===== src/hvfe_pkg.sv =====
// Types, constants and helpers shared by the voxel face emitter.
package hvfe_pkg;

   localparam int PartSizeDefault = 16;

   localparam int HeightW = 4;
   localparam int CellW   = 5;
   localparam int DirW    = 3;
   localparam int VertW   = 16;

   localparam logic [HeightW-1:0] MaxHeight = 4'd15;
   localparam logic [VertW-1:0]   VertStep  = 16'd4;

   typedef enum logic [DirW-1:0] {
      DIR_TOP    = 3'd0,
      DIR_BOTTOM = 3'd1,
      DIR_POS_X  = 3'd2,
      DIR_NEG_X  = 3'd3,
      DIR_POS_Z  = 3'd4,
      DIR_NEG_Z  = 3'd5
   } face_dir_type;

   // Side faces in the order they are emitted.
   typedef enum logic [1:0] {
      SIDE_NEG_X = 2'd0,
      SIDE_POS_X = 2'd1,
      SIDE_NEG_Z = 2'd2,
      SIDE_POS_Z = 2'd3
   } side_type;

   typedef struct packed {
      logic     accept;
      logic     issue;
      logic     top;
      side_type side;
      logic     load_y;
      side_type load_side;
      logic     inc_y;
      logic     last;
   } hvfe_cmd_type;

   typedef struct packed {
      logic       emit_now;
      logic [3:0] has;
      logic       y_done;
      logic       slot_free;
   } hvfe_status_type;

   function automatic face_dir_type side_dir(input side_type side);
      face_dir_type dir;
      unique case (side)
         SIDE_NEG_X: dir = DIR_NEG_X;
         SIDE_POS_X: dir = DIR_POS_X;
         SIDE_NEG_Z: dir = DIR_NEG_Z;
         SIDE_POS_Z: dir = DIR_POS_Z;
         default:    dir = DIR_TOP;
      endcase
      return dir;
   endfunction

endpackage


===== src/hvfe_datapath.sv =====
// Datapath: row shift line, grid position, neighbor capture and face output register.
module hvfe_datapath import hvfe_pkg::*; #(
   parameter int INTERIOR_SIZE = PartSizeDefault
) (
   input  logic               clock,
   input  logic               reset,
   input  hvfe_cmd_type       cmd,
   output hvfe_status_type    status,
   input  logic [HeightW-1:0] column_height,
   input  logic               new_part,
   input  logic               rsp_ready,
   output logic               rsp_valid,
   output logic [CellW-1:0]   cell_x,
   output logic [HeightW-1:0] cell_y,
   output logic [CellW-1:0]   cell_z,
   output logic [DirW-1:0]    face_dir,
   output logic [VertW-1:0]   base_vertex,
   output logic               last_face
);

   localparam int GridDim = INTERIOR_SIZE + 2;
   localparam int CntW    = $clog2(GridDim);
   localparam int LineLen = 2 * GridDim;

   // Two rows of samples; tap GridDim-1 is the column being meshed.
   logic [HeightW-1:0] line_ff [LineLen];

   logic [CntW-1:0]    col_ff;
   logic [CntW-1:0]    row_ff;
   logic [VertW-1:0]   vtx_ff;
   logic               rsp_valid_ff;

   logic [HeightW-1:0] cur_ff;
   logic [HeightW-1:0] nb_ff [4];
   logic [3:0]         has_ff;
   logic [CntW-1:0]    x_ff;
   logic [CntW-1:0]    z_ff;
   logic [HeightW-1:0] y_ff;

   logic [CellW-1:0]   cell_x_ff;
   logic [HeightW-1:0] cell_y_ff;
   logic [CellW-1:0]   cell_z_ff;
   logic [DirW-1:0]    face_dir_ff;
   logic [VertW-1:0]   base_vertex_ff;
   logic               last_face_ff;

   logic [HeightW-1:0] hin_sat;
   logic [CntW-1:0]    c_cur;
   logic [CntW-1:0]    r_cur;
   logic [HeightW-1:0] cur_tap;
   logic [HeightW-1:0] nb_tap [4];

   always_comb begin
      hin_sat = (column_height > MaxHeight) ? MaxHeight : column_height;
      c_cur   = new_part ? '0 : col_ff;
      r_cur   = new_part ? '0 : row_ff;
      cur_tap = line_ff[GridDim-1];
      nb_tap[SIDE_NEG_X] = line_ff[GridDim];
      nb_tap[SIDE_POS_X] = line_ff[GridDim-2];
      nb_tap[SIDE_NEG_Z] = line_ff[LineLen-1];
      nb_tap[SIDE_POS_Z] = hin_sat;

      status.emit_now  = (r_cur >= CntW'(2)) && (c_cur != '0)
                         && (c_cur <= CntW'(INTERIOR_SIZE));
      status.has       = has_ff;
      status.y_done    = (y_ff == cur_ff);
      status.slot_free = !rsp_valid_ff || rsp_ready;
   end

   always_ff @(posedge clock) begin
      if (reset) begin
         col_ff       <= '0;
         row_ff       <= '0;
         vtx_ff       <= '0;
         rsp_valid_ff <= 1'b0;
      end else begin
         if (cmd.accept) begin
            if (c_cur == CntW'(GridDim - 1)) begin
               col_ff <= '0;
               row_ff <= (r_cur == CntW'(GridDim - 1)) ? '0 : r_cur + 1'b1;
            end else begin
               col_ff <= c_cur + 1'b1;
               row_ff <= r_cur;
            end
            if (new_part) begin
               vtx_ff <= '0;
            end
         end
         if (cmd.issue) begin
            vtx_ff       <= vtx_ff + VertStep;
            rsp_valid_ff <= 1'b1;
         end else if (rsp_ready) begin
            rsp_valid_ff <= 1'b0;
         end
      end
   end

   always_ff @(posedge clock) begin
      if (cmd.accept) begin
         line_ff[0] <= hin_sat;
         for (int i = 1; i < LineLen; i++) begin
            line_ff[i] <= line_ff[i-1];
         end
         cur_ff <= cur_tap;
         for (int s = 0; s < 4; s++) begin
            nb_ff[s]  <= nb_tap[s];
            has_ff[s] <= (cur_tap > nb_tap[s]);
         end
         x_ff <= c_cur;
         z_ff <= r_cur - 1'b1;
      end
      if (cmd.load_y) begin
         y_ff <= nb_ff[cmd.load_side] + 1'b1;
      end else if (cmd.inc_y) begin
         y_ff <= y_ff + 1'b1;
      end
      if (cmd.issue) begin
         cell_x_ff      <= CellW'(x_ff);
         cell_z_ff      <= CellW'(z_ff);
         cell_y_ff      <= cmd.top ? cur_ff : y_ff;
         face_dir_ff    <= cmd.top ? DIR_TOP : side_dir(cmd.side);
         base_vertex_ff <= vtx_ff;
         last_face_ff   <= cmd.last;
      end
   end

   assign rsp_valid   = rsp_valid_ff;
   assign cell_x      = cell_x_ff;
   assign cell_y      = cell_y_ff;
   assign cell_z      = cell_z_ff;
   assign face_dir    = face_dir_ff;
   assign base_vertex = base_vertex_ff;
   assign last_face   = last_face_ff;

endmodule


===== config.mk =====
export PLATFORM = sky130hd
export DESIGN_NAME = hvfe_datapath
export DESIGN_NICKNAME = d
export VERILOG_FILES = /design/src/hvfe_pkg.sv /design/src/hvfe_datapath.sv
export SDC_FILE = /design/constraint.sdc
export NUM_CORES = 1
export LEC_CHECK = 0
export BUFFER_PORTS_ARGS = -buffer_cell sky130_fd_sc_hd__buf_2
export CORE_AREA = 2 2 132 134
export CTS_BUF_LIST = sky130_fd_sc_hd__clkbuf_16
export DETAILED_ROUTE_END_ITERATION = 10
export DIE_AREA = 0 0 134 136
export PLACE_DENSITY = 0.66
export RECOVER_POWER = 25
export SLEW_MARGIN = 30
export SYNTH_ARGS = -nofsm -noshare
export SYNTH_HDL_FRONTEND = slang
export SYNTH_SLANG_ARGS = --single-unit
export TNS_END_PERCENT = 5

===== constraint.sdc =====
create_clock -name clock -period 3.3 [get_ports clock]
set_clock_uncertainty 0.05 [all_clocks]
set_input_delay 0.66 -clock clock [delete_from_list [all_inputs] [get_ports clock]]
set_output_delay 0.66 -clock clock [all_outputs]
set_load 0.01 [all_outputs]

==> flow_summary.ini <==
[outcome]
outcome = finished, final reports clean

[power_and_ir_drop]
p_leak_nw = 3.45
cellPowerDensity_nw_per_um2 = 676
finalPower_mw = 6.49
vdd_drop_max_mv = 0.418

[cts]
hold_buffers = 0
cts-root-buf = clkbuf_16
tritoncts = done
cts_buffers = 24
clockBufferDepth = 3
htreeDepth = 1
clk_pin_slew_worst_paths_ns = 0.06
post_cts_buffers = 0
insertion_delay_ns = 0.50
post_cts_resized = 0
cts_sinks = 223

[route]
wl_per_cell_um = 16.8
via_count = 4128
avgViaCountPerCell = 5.19
drc = 0
ant_nets = 0
drt_wl_total_mm = 13.3
first_pass_iters = 4
drtIter0Drc = 302

[synthesis]
synth-seq-cells = 223
yosys.area.top_type_share_pct = 72.5
syn_inst = 478
synth_edf_count = 198
netlist_area_um2 = 8200
ys_seq_area_share_pct = 78.7
synthFlopType = edfxtp_1
yosysWarningCount = 0
synth_async_sr_flop_share_pct = 0
synth_cell_types = 44
avgSynthCellArea_um2 = 17.1
yosys-top-cells-area = edfxtp_1, dfxtp_1, ha_1, o21a_1, mux2_2
yosys.area.top_type = edfxtp_1

[job]
drv_cap = 0

[floorplan]
fp-row-count = 48
fp.dieW_um = 134
num_io_pins = 60
start_util_pct = 48.6
core-area_um2 = 16900
dieArea_um2 = 18200
fp.dieH_um = 136

[place]
gp_routability_congestion = 0.853
portBuffers = 57
place_ws_ns = 0.438
place_hpwl_mm = 8.16

[sta]
worst-slew-pin-transition_ns = 0.679
setup_tns_ns = 0
rsz0062_at_grt = no
drv_slew = 0
setup_ws_ns = 0.413
final-hold-violation-count = 0
fmax_ghz = 0.346
fin_crit_sh_pct = 87.5
period_minus_slack_ns = 2.89
relSlewSlack_pct = 54.8
setup_viol = 0

[layout]
fin_nets = 592
drive_above_1_share_pct = 18.8
area_growth_pct = 17.1
fill_cells = 1285
mostFrequentLayoutCells = edfxtp_1, buf_2, inv_1, clkbuf_16, dfxtp_1
final_common_cell = edfxtp_1

[setup_path]
worst-path-max-fanout = 21
worst-path-buf-inv = 2
critical_path_required_ns = 2.59
max_stage_delay_ns = 0.46
cp.arrival_ns = 2.18
crit_type = in2out
crit_top_cell = buf_2
start_kind = input port
critical_path.top_delay_family = simple AND/OR/NAND/NOR gates
worstSetupEndpointType = output pin
path_cells = buf_2, nand2b_1, ha_1, or3b_2, xnor2_1, nor2_1, buf_2
critPathSlowestCell = or3b_2

[global_route]
grt_max_degree = 93
grt_overflow = 0
grt_usage_pct = 14.8
grt_pass1_wl_mm = 21.1
antenna_found_initial = 0
grt_pass1_vias = 4065

[hold_path]
min_path_type = in2reg
-- where the power goes --
part           leakage [nW]  total, mW  switching [mW]  internal [mW]
logic                 0.881      0.249           0.153         0.0964
registers              2.12       3.31          0.0625           3.25
clock network         0.443       2.93            1.02           1.91
total                  3.45       6.49            1.24           5.25
-- flip-flops by register name, indices dropped and copies added (netlist names) --
register and count:
cell_z 5, cell_x 5, cur_ff 3, face_dir 3, x_ff 5, last_face 1
rsp_valid 1, has_ff 4, base_vertex 14, y_ff 4, line_ff 141, nb_ff 4
vtx_ff 14, z_ff 5, row_ff 5, col_ff 5, cell_y 4
-- per-stage QoR --
step / cells / hold slack [ns] / util, % / instance area, µm²
after floorplan: 479 / 0.350 / - / 8200
after global placement: 750 / 0.352 / 51.6 / 8710
after detailed placement: 750 / 0.355 / 51.6 / 8710
after CTS: 794 / 0.265 / 56.9 / 9600
after global routing: 794 / 0.262 / 56.8 / 9590
final: 795 / 0.289 / 56.9 / 9590
-- cells in the mapped netlist, types with 3 or more instances --
library cell,count
inv_1,21
o21ai_0,9
clkbuf_1,6
xnor2_1,8
o21a_1,14
xor2_1,8
mux2_2,8
ha_1,23
nand4b_1,3
nand2b_1,11
nand3b_1,6
dfxtp_1,25
mux2i_1,6
edfxtp_1,198
or3_1,3
a21oi_1,15
nand2_1,24
nor2_1,16
nor3_1,12
nor2b_1,9
buf_6,4
a22oi_1,3
nand4_1,8
nand3_1,9
-- cell type report --
cell class	instances	area, µm²	area share (%)
Inverter	21	78.8	0.822
Sequential cell	223	6450	67.2
Clock buffer	25	626	6.52
Clock inverter	19	259	2.70
Multi-Input combinational cell	221	1580	16.5
Timing Repair Buffer	60	322	3.35
Tap cell	225	282	2.93
Antenna cell	1	2.50	0.0261
-- metal layers --
layer	share of wire (%)	vias up	global-route usage [%]
met1	45	2047	20.5
met5	0	-	0
met4	1.8	0	4.43
met3	5.7	22	3.43
met2	48	111	23.7
li1	-	1948	-
-- cells by family after synthesis --
kind of cell    Yosys count  share of synthesized area (%)
compound gates           50                           3.88
buf+inv                  35                           2.12
xor+xnor                 16                           1.71
mux                      16                           2.38
fa+ha+maj                23                           3.51
flops                   223                           78.7
other cells               1                         0.0458
simple gates            114                           7.69
-- path summary, 6_finish.rpt --
kind | startpoint | endpoint | slack (ns) | depth (start not counted)
setup / recovery | new_part | status[6] | 0.41 | 7
setup reg to reg | vtx_ff[5] | vtx_ff[13] | 1.35 | 4
hold / removal | cmd[0] | last_face | 0.29 | 1
hold reg to reg | line_ff[3][6] | line_ff[3][10] | 0.36 | 0
Note: power is estimated with default switching activity, not from simulation.
