<file path="config.mk">
export PLATFORM = sky130hd
export DESIGN_NAME = hvfe_ctrl
export DESIGN_NICKNAME = d
export VERILOG_FILES = /design/src/hvfe_pkg.sv /design/src/hvfe_ctrl.sv
export SDC_FILE = /design/constraint.sdc
export NUM_CORES = 1
export LEC_CHECK = 0
export ABC_AREA = 1
export CORE_AREA = 3 3 40 42
export DETAILED_ROUTE_END_ITERATION = 8
export DIE_AREA = 0 0 43 45
export DONT_BUFFER_PORTS = 1
export GPL_TIMING_DRIVEN = 0
export SYNTH_ARGS = -nofsm -noshare
export SYNTH_HDL_FRONTEND = slang
export SYNTH_SLANG_ARGS = --single-unit
</file>
<file path="constraint.sdc">
create_clock -name clock -period 1.38 [get_ports clock]
set_clock_uncertainty 0.15 [all_clocks]
set_input_delay 0.069 -clock clock [delete_from_list [all_inputs] [get_ports clock]]
set_output_delay 0.069 -clock clock [all_outputs]
set_load 0.02 [all_outputs]
</file>
<file path="src/hvfe_pkg.sv">
// Types, constants and helpers shared by the voxel face emitter.
package hvfe_pkg;

   localparam int PartSizeDefault = 16;

   localparam int HeightW = 4;
   localparam int CellW   = 5;
   localparam int DirW    = 3;
   localparam int VertW   = 16;

   localparam logic [HeightW-1:0] MaxHeight = 4'd15;
   localparam logic [VertW-1:0]   VertStep  = 16'd4;

   typedef enum logic [DirW-1:0] {
      DIR_TOP    = 3'd0,
      DIR_BOTTOM = 3'd1,
      DIR_POS_X  = 3'd2,
      DIR_NEG_X  = 3'd3,
      DIR_POS_Z  = 3'd4,
      DIR_NEG_Z  = 3'd5
   } face_dir_type;

   // Side faces in the order they are emitted.
   typedef enum logic [1:0] {
      SIDE_NEG_X = 2'd0,
      SIDE_POS_X = 2'd1,
      SIDE_NEG_Z = 2'd2,
      SIDE_POS_Z = 2'd3
   } side_type;

   typedef struct packed {
      logic     accept;
      logic     issue;
      logic     top;
      side_type side;
      logic     load_y;
      side_type load_side;
      logic     inc_y;
      logic     last;
   } hvfe_cmd_type;

   typedef struct packed {
      logic       emit_now;
      logic [3:0] has;
      logic       y_done;
      logic       slot_free;
   } hvfe_status_type;

   function automatic face_dir_type side_dir(input side_type side);
      face_dir_type dir;
      unique case (side)
         SIDE_NEG_X: dir = DIR_NEG_X;
         SIDE_POS_X: dir = DIR_POS_X;
         SIDE_NEG_Z: dir = DIR_NEG_Z;
         SIDE_POS_Z: dir = DIR_POS_Z;
         default:    dir = DIR_TOP;
      endcase
      return dir;
   endfunction

endpackage

</file>
<file path="src/hvfe_ctrl.sv">
// Controller that sequences the top face and the side face runs of one column.
module hvfe_ctrl import hvfe_pkg::*; (
   input  logic            clock,
   input  logic            reset,
   input  logic            req_valid,
   output logic            req_ready,
   input  hvfe_status_type status,
   output hvfe_cmd_type    cmd
);

   typedef enum logic [1:0] {
      ST_IDLE,
      ST_TOP,
      ST_SIDE
   } state_type;

   state_type state_ff;
   side_type  side_ff;

   logic [3:0] after_mask;
   logic [3:0] cand;
   logic       found;
   side_type   next_side;

   // First side after the current one (from the top face, any side) that still has faces to emit.
   always_comb begin
      after_mask = (state_ff == ST_SIDE) ? 4'(4'b1110 << side_ff) : 4'b1111;
      cand       = status.has & after_mask;
      found      = 1'b0;
      next_side  = SIDE_NEG_X;
      for (int i = 0; i < 4; i++) begin
         if (cand[i] && !found) begin
            found     = 1'b1;
            next_side = side_type'(i);
         end
      end
   end

   always_comb begin
      cmd       = '0;
      cmd.side  = side_ff;
      req_ready = (state_ff == ST_IDLE);
      unique case (state_ff)
         ST_IDLE: begin
            cmd.accept = req_valid;
         end
         ST_TOP: begin
            if (status.slot_free) begin
               cmd.issue     = 1'b1;
               cmd.top       = 1'b1;
               cmd.load_y    = found;
               cmd.load_side = next_side;
               cmd.last      = !found;
            end
         end
         ST_SIDE: begin
            if (status.slot_free) begin
               cmd.issue = 1'b1;
               if (status.y_done) begin
                  cmd.load_y    = found;
                  cmd.load_side = next_side;
                  cmd.last      = !found;
               end else begin
                  cmd.inc_y = 1'b1;
               end
            end
         end
         default: begin
            cmd = '0;
         end
      endcase
   end

   always_ff @(posedge clock) begin
      if (reset) begin
         state_ff <= ST_IDLE;
         side_ff  <= SIDE_NEG_X;
      end else begin
         unique case (state_ff)
            ST_IDLE: begin
               if (cmd.accept && status.emit_now) begin
                  state_ff <= ST_TOP;
               end
            end
            ST_TOP, ST_SIDE: begin
               if (cmd.issue && cmd.load_y) begin
                  state_ff <= ST_SIDE;
                  side_ff  <= cmd.load_side;
               end else if (cmd.issue && cmd.last) begin
                  state_ff <= ST_IDLE;
               end
            end
            default: begin
               state_ff <= ST_IDLE;
            end
         endcase
      end
   end

endmodule

</file>
==> results of run 1 <==
==> final cells by class <==
class | instances | share of cell area
multi-input combinational | 46 | 0.601
timing repair buffer | 7 | 0.0883
tap | 15 | 0.0288
sequential | 4 | 0.134
clock buffer | 3 | 0.0345
inverter | 15 | 0.113
==> critical path, delay by kind of cell, from the launching register on <==
kind / cells / cell delay, ns
adders and majority gates: 1 / 0.27
and+or+nand+nor: 3 / 0.21
DFF: 1 / 0.38
buffers and inverters: 4 / 0.31
==> layer usage <==
layer,GRT usage,share of wire,vias up
met1,0.104,0.38,186
met5,0,0,-
met2,0.177,0.57,10
met3,0.0159,0.051,0
li1,-,-,217
met4,0.0542,0,0
==> placed cells by master (no fill, tap or decap), types with 3 or more instances in the layout <==
cell,instances
a21oi_1,3
nor2_4,3
clkbuf_4,3
nand2_2,7
inv_2,3
buf_4,5
inv_4,4
nand2_1,13
inv_1,7
==> registers in the layout (all words and copies together) (netlist names) <==
signal    count
side_ff       2
state_ff      2
==> cells by family (layout without fill, tap and decap cells) <==
kind of cell / after synthesis / in the layout
buffers and inverters: 15 / 25
AND/OR/NAND/NOR: 34 / 34
flip-flops: 4 / 4
adder cells (fa/ha/maj): 5 / 5
AO/OA/AOI/OAI: 7 / 7
==> path summary, 6_finish.rpt <==
kind | endpoint | depth (start not counted)
min | side_ff[0] | 4
max | cmd[2] | 8
min reg2reg | side_ff[0] | 2
max reg2reg | state_ff[0] | 9
==> power by group <==
| part | total (mW) | switching [mW] | internal [mW] |
|---|---|---|---|
| clock network | 0.138 | 0.0407 | 0.0968 |
| registers | 0.216 | 0.0504 | 0.166 |
| logic | 0.881 | 0.506 | 0.374 |
==> per-stage QoR <==
step | cell area [um^2] | instances
2_1_floorplan | 438 | 65
3_3_place_gp | 457 | 80
3_5_place_dp | 457 | 80
4_1_cts | 593 | 89
5_1_grt | 652 | 90
6_report | 652 | 90
==> repair_timing <==
| item | in CTS | in global routing |
|---|---|---|
| resized for setup | 19 | 13 |
| setup endpoints to repair | 9 | 11 |
| pin swaps | 8 | 12 |
| endpoints found under the hold margin | 4 | 0 |
| buffers inserted | 4 | 1 |
| gates cloned | 0 | 0 |
| hold buffers | 2 | 0 |
==> qor.txt, run 1 <==
Status = finished, violations left
Failing checks = setup timing
TritonCTS clock tree = done
Height of the die = 45 um
Initial antenna violation count = 0
Max clock buf depth = 2
Setup WS pre-CTS = -0.168 ns
Nets = 92
Async set or reset register ratio after synthesis = 0
Initial core utilization = 0.315
DR WL/cell = 11.3 um
CP peak stage delay = 0.38 ns
Initial DRC Count = 4
Most frequent cell after synthesis = nand2_1
Final Power = 1.23 mW
Critical Path Fanout Max = 4
Final Hold Vio Count = 0
Post-Syn Area = 405 um^2
Critical path cell sequence = inv_4, ha_4, nand2_4, inv_8, nand2_8, inv_4, nand3_2, inv_2
CTS Sinks = 4
Htree depth = 1
Antenna-violating nets left = 0
Grt total ovfl = 0
CP Launch Type = flip-flop
Max Cap Viol = 0
Worst skew pair latency = 0.23 ns
CORE AREA = 1280 um^2
YS warnings = 0
Synth unique cells = 15
Ys flop type = dfxtp_1
Max Clk Rate = 620 MHz
Vias in the first global route = 395
DRT Pass-1 Iters = 3
Final setup fails = 8
Number of synthesized register bits = 4
Setup WS post-layout = -0.233 ns
RSZ-0062 raised after global routing = true
Min-Delay Path Class = input port to flip-flop
FF+latch area = 87.6 um^2
Ant diodes = 0
RD Place Congestion = 0.771
XOR/XNOR Fraction of Synth Area = 0
Top-Level Pins = 21
Complex-gate fraction of the synthesized area = 0.117
Seq/Total Area, Yosys = 0.198
Simple-Gate Fraction of Synth Area = 0.392
CP dominant cell by count = inv_4
Final wirelength = 1020 um
Largest cells by area after synthesis = dfxtp_1 (20%), nand2_1 (17%), ha_1 (15%), inv_1 (11%), nand2_2 (6.2%)
RR Startpoint = state_ff[1]
Synthesized net count = 80
Die width = 43 um
Setup TNS = -1.21 ns
Crit Path Class = flip-flop to primary output
Post-synthesis adder-cell area fraction = 0.154
Layout area overhead = 60.8%
Setup crit start = state_ff[1]
Multiplexer area fraction after synthesis = 0
Multi-input logic area = 392 um^2
Synth Instances = 65
Largest family of logic cells by synthesized area = simple AND/OR/NAND/NOR gates
Syn_area_per_cell = 6.24 um^2
Vias per cell = 4.59
Post-DP HPWL = 701 um
Remaining DRCs = 0
CP endpoint kind = primary output
Worst-path clk slew = 0.04 ns
R2R Setup Slk = -0.14 ns
Fin crit share = 1.17
Worst Tran Pin Value = 0.238 ns
Static Leak = 0.286 nW
Slowest CP cell = dfxtp_4
Share of layout cells above drive strength 1 = 0.560
Die area = 1940 um^2
GRT Overall Usage = 0.0958
Critical path required time = 1.16 ns
Maximum vdd ir drop = 0.991 mV
Tmin final = 1.61 ns
Fill count = 129
Root Buffer = clkbuf_4
Leading area contributor after synthesis = dfxtp_1
Top cells by count, synth = nand2_1 (18), inv_1 (12), ha_1 (5), nor2_1 (5)
Detailed-route via count = 413
Largest net degree at the start of global routing = 6
Min-Delay Startpoint = status[5]
Port-buffer cells = 0
First-pass GRT wire length = 1410 um
Hold slack = 0.0363 ns
Final core occ = 0.507
Num rows = 13
Pwr dens = 1890 nW/um^2
Max Transition Viols Final = 0
Post-synth top area share = 0.198
Inserted Clock Buffers = 3
Critical Path AT = 1.39 ns
Relative slew slack = 0.841
EDFF count, synth = 0
No activity file was read; power rests on OpenSTA's default activity.
==> inputs of run 2 (changes only) <==
--- a/config.mk
+++ b/config.mk
@@ -11,6 +11,7 @@
 export DIE_AREA = 0 0 43 45
 export DONT_BUFFER_PORTS = 1
 export GPL_TIMING_DRIVEN = 0
+export HOLD_SLACK_MARGIN = 0.1
 export SYNTH_ARGS = -nofsm -noshare
 export SYNTH_HDL_FRONTEND = slang
 export SYNTH_SLANG_ARGS = --single-unit
==> run 2 against run 1 <==
- the run still ends with setup timing left
- hold slack gained 0.047 ns
- routed wire length increased by 3.5%
- sequential share of layout area is 0.78 points lower
- critical path type unchanged
- critical endpoint unchanged
==> qor.txt, run 2 (synthesized netlist as in run 1, its figures left out) <==
Commonest cells after routing, fill and taps aside = nand2_1 (12), nand2_2 (8), inv_1 (7)
Antenna-violating nets left = 0
Vias in the first global route = 408
Final Power = 1.25 mW
RR Startpoint = state_ff[1]
Setup TNS = -1.19 ns
Crit Path Class = flip-flop to primary output
Final wirelength = 1050 um
Min-Delay Path Class = input port to flip-flop
Worst skew pair latency = 0.23 ns
Critical Path Fanout Max = 4
Hold slack = 0.0838 ns
Critical path cell sequence = inv_4, ha_4, nand2_4, inv_8, nand2_8, inv_4, nand3_2, inv_2
Slowest CP cell = dfxtp_4
Final Hold Vio Count = 0
Relative slew slack = 0.837
Tmin final = 1.62 ns
Pwr dens = 1800 nW/um^2
Layout area overhead = 70.7%
Remaining DRCs = 0
Placed Instance Area = 457 um^2
CP peak stage delay = 0.38 ns
Initial DRC Count = 3
CP endpoint kind = primary output
FF-to-FF End = state_ff[0]
Htree depth = 1
Nets = 96
TritonCTS clock tree = done
Max Clk Rate = 616 MHz
Failing checks = setup timing
Inserted Clock Buffers = 3
Detailed-route via count = 422
First-pass GRT wire length = 1470 um
Maximum vdd ir drop = 0.994 mV
Grt total ovfl = 0
CORE AREA = 1280 um^2
Status = finished, violations left
Setup crit start = state_ff[1]
RSZ-0062 raised after global routing = true
Root Buffer = clkbuf_4
Post-DP HPWL = 701 um
GRT Overall Usage = 0.0991
Max Cap Viol = 0
Largest net degree at the start of global routing = 6
Max clock buf depth = 2
Fin area = 692 um^2
Final core occ = 0.538
Critical path required time = 1.16 ns
Top-Level Pins = 21
Share of layout cells above drive strength 1 = 0.544
Die width = 43 um
DR WL/cell = 11.2 um
Initial core utilization = 0.315
Commonest non-fill, non-tap cell in the layout = nand2_1
Ant diodes = 0
Num rows = 13
CTS Sinks = 4
Vias per cell = 4.49
DRT Pass-1 Iters = 2
Max Transition Viols Final = 0
Worst Tran Pin Value = 0.244 ns
CP dominant cell by count = inv_4
Static Leak = 0.303 nW
Initial antenna violation count = 0
Fin crit share = 1.18
Port-buffer cells = 0
Height of the die = 45 um
Die area = 1940 um^2
Crit path capture = cmd[2]
Biggest regs = side_ff: 2 flops, state_ff: 2 flops
RD Place Congestion = 0.771
Setup WS post-layout = -0.244 ns
R2R Setup Slk = -0.14 ns
Worst-path clk slew = 0.03 ns
Final setup fails = 8
Critical Path AT = 1.40 ns
Worst r2r path cells = 9
CP Launch Type = flip-flop
-- run 2: power breakdown --
| group | leakage, nW | switching, mW | internal, mW |
|---|---|---|---|
| clock | 0.0138 | 0.0407 | 0.0968 |
| combinational | 0.255 | 0.511 | 0.381 |
| sequential | 0.0339 | 0.0512 | 0.166 |
-- run 2: metrics by stage --
stage	instances	worst slack, ns
final	94	-0.244
after global routing	94	-0.326
after CTS	93	-0.268
after detailed placement	80	-0.168
after global placement	80	-0.159
after floorplan	65	-0.0559
-- run 2: worst max-delay path, delay by kind of cell (launching register included) --
family / cells / cell delay [ns]
adder cells (fa/ha/maj): 1 / 0.27
flip-flops: 1 / 0.38
buffers and inverters: 4 / 0.31
AND/OR/NAND/NOR: 3 / 0.22
-- run 2: layout make-up --
cell class,count,area [um^2]
Clock buffer,3,22.5
Fill cell,124,593
Inverter,15,73.8
Multi-Input combinational cell,46,392
Sequential cell,4,87.6
Tap cell,15,18.8
Timing Repair Buffer,11,97.6
-- run 2: what timing repair did --
item                                    CTS  global route
endpoints found under the hold margin     6             0
buffers inserted                          4             1
endpoints found under the setup margin    9            11
resized for setup                        19            14
hold buffers                              6             0
pin swaps                                 8            12
-- run 2: how the worst min path moves through the flow --
stage	from	end	slack, ns	cells past startpoint
final	req_valid	state_ff[0]	0.08	5
after global routing	req_valid	state_ff[0]	0.11	5
after CTS	status[0]	side_ff[0]	0.09	6
after detailed placement	reset	state_ff[0]	-0.01	1
after global placement	reset	state_ff[0]	-0.02	1
after floorplan	reset	state_ff[0]	-0.02	1
-- run 2: per-layer routing --
metal	routed length, um	vias up	track usage
li1	-	225	-
met1	401	187	0.111
met2	602	10	0.180
met3	51	0	0.0159
met4	0	0	0.0542
met5	0	-	0
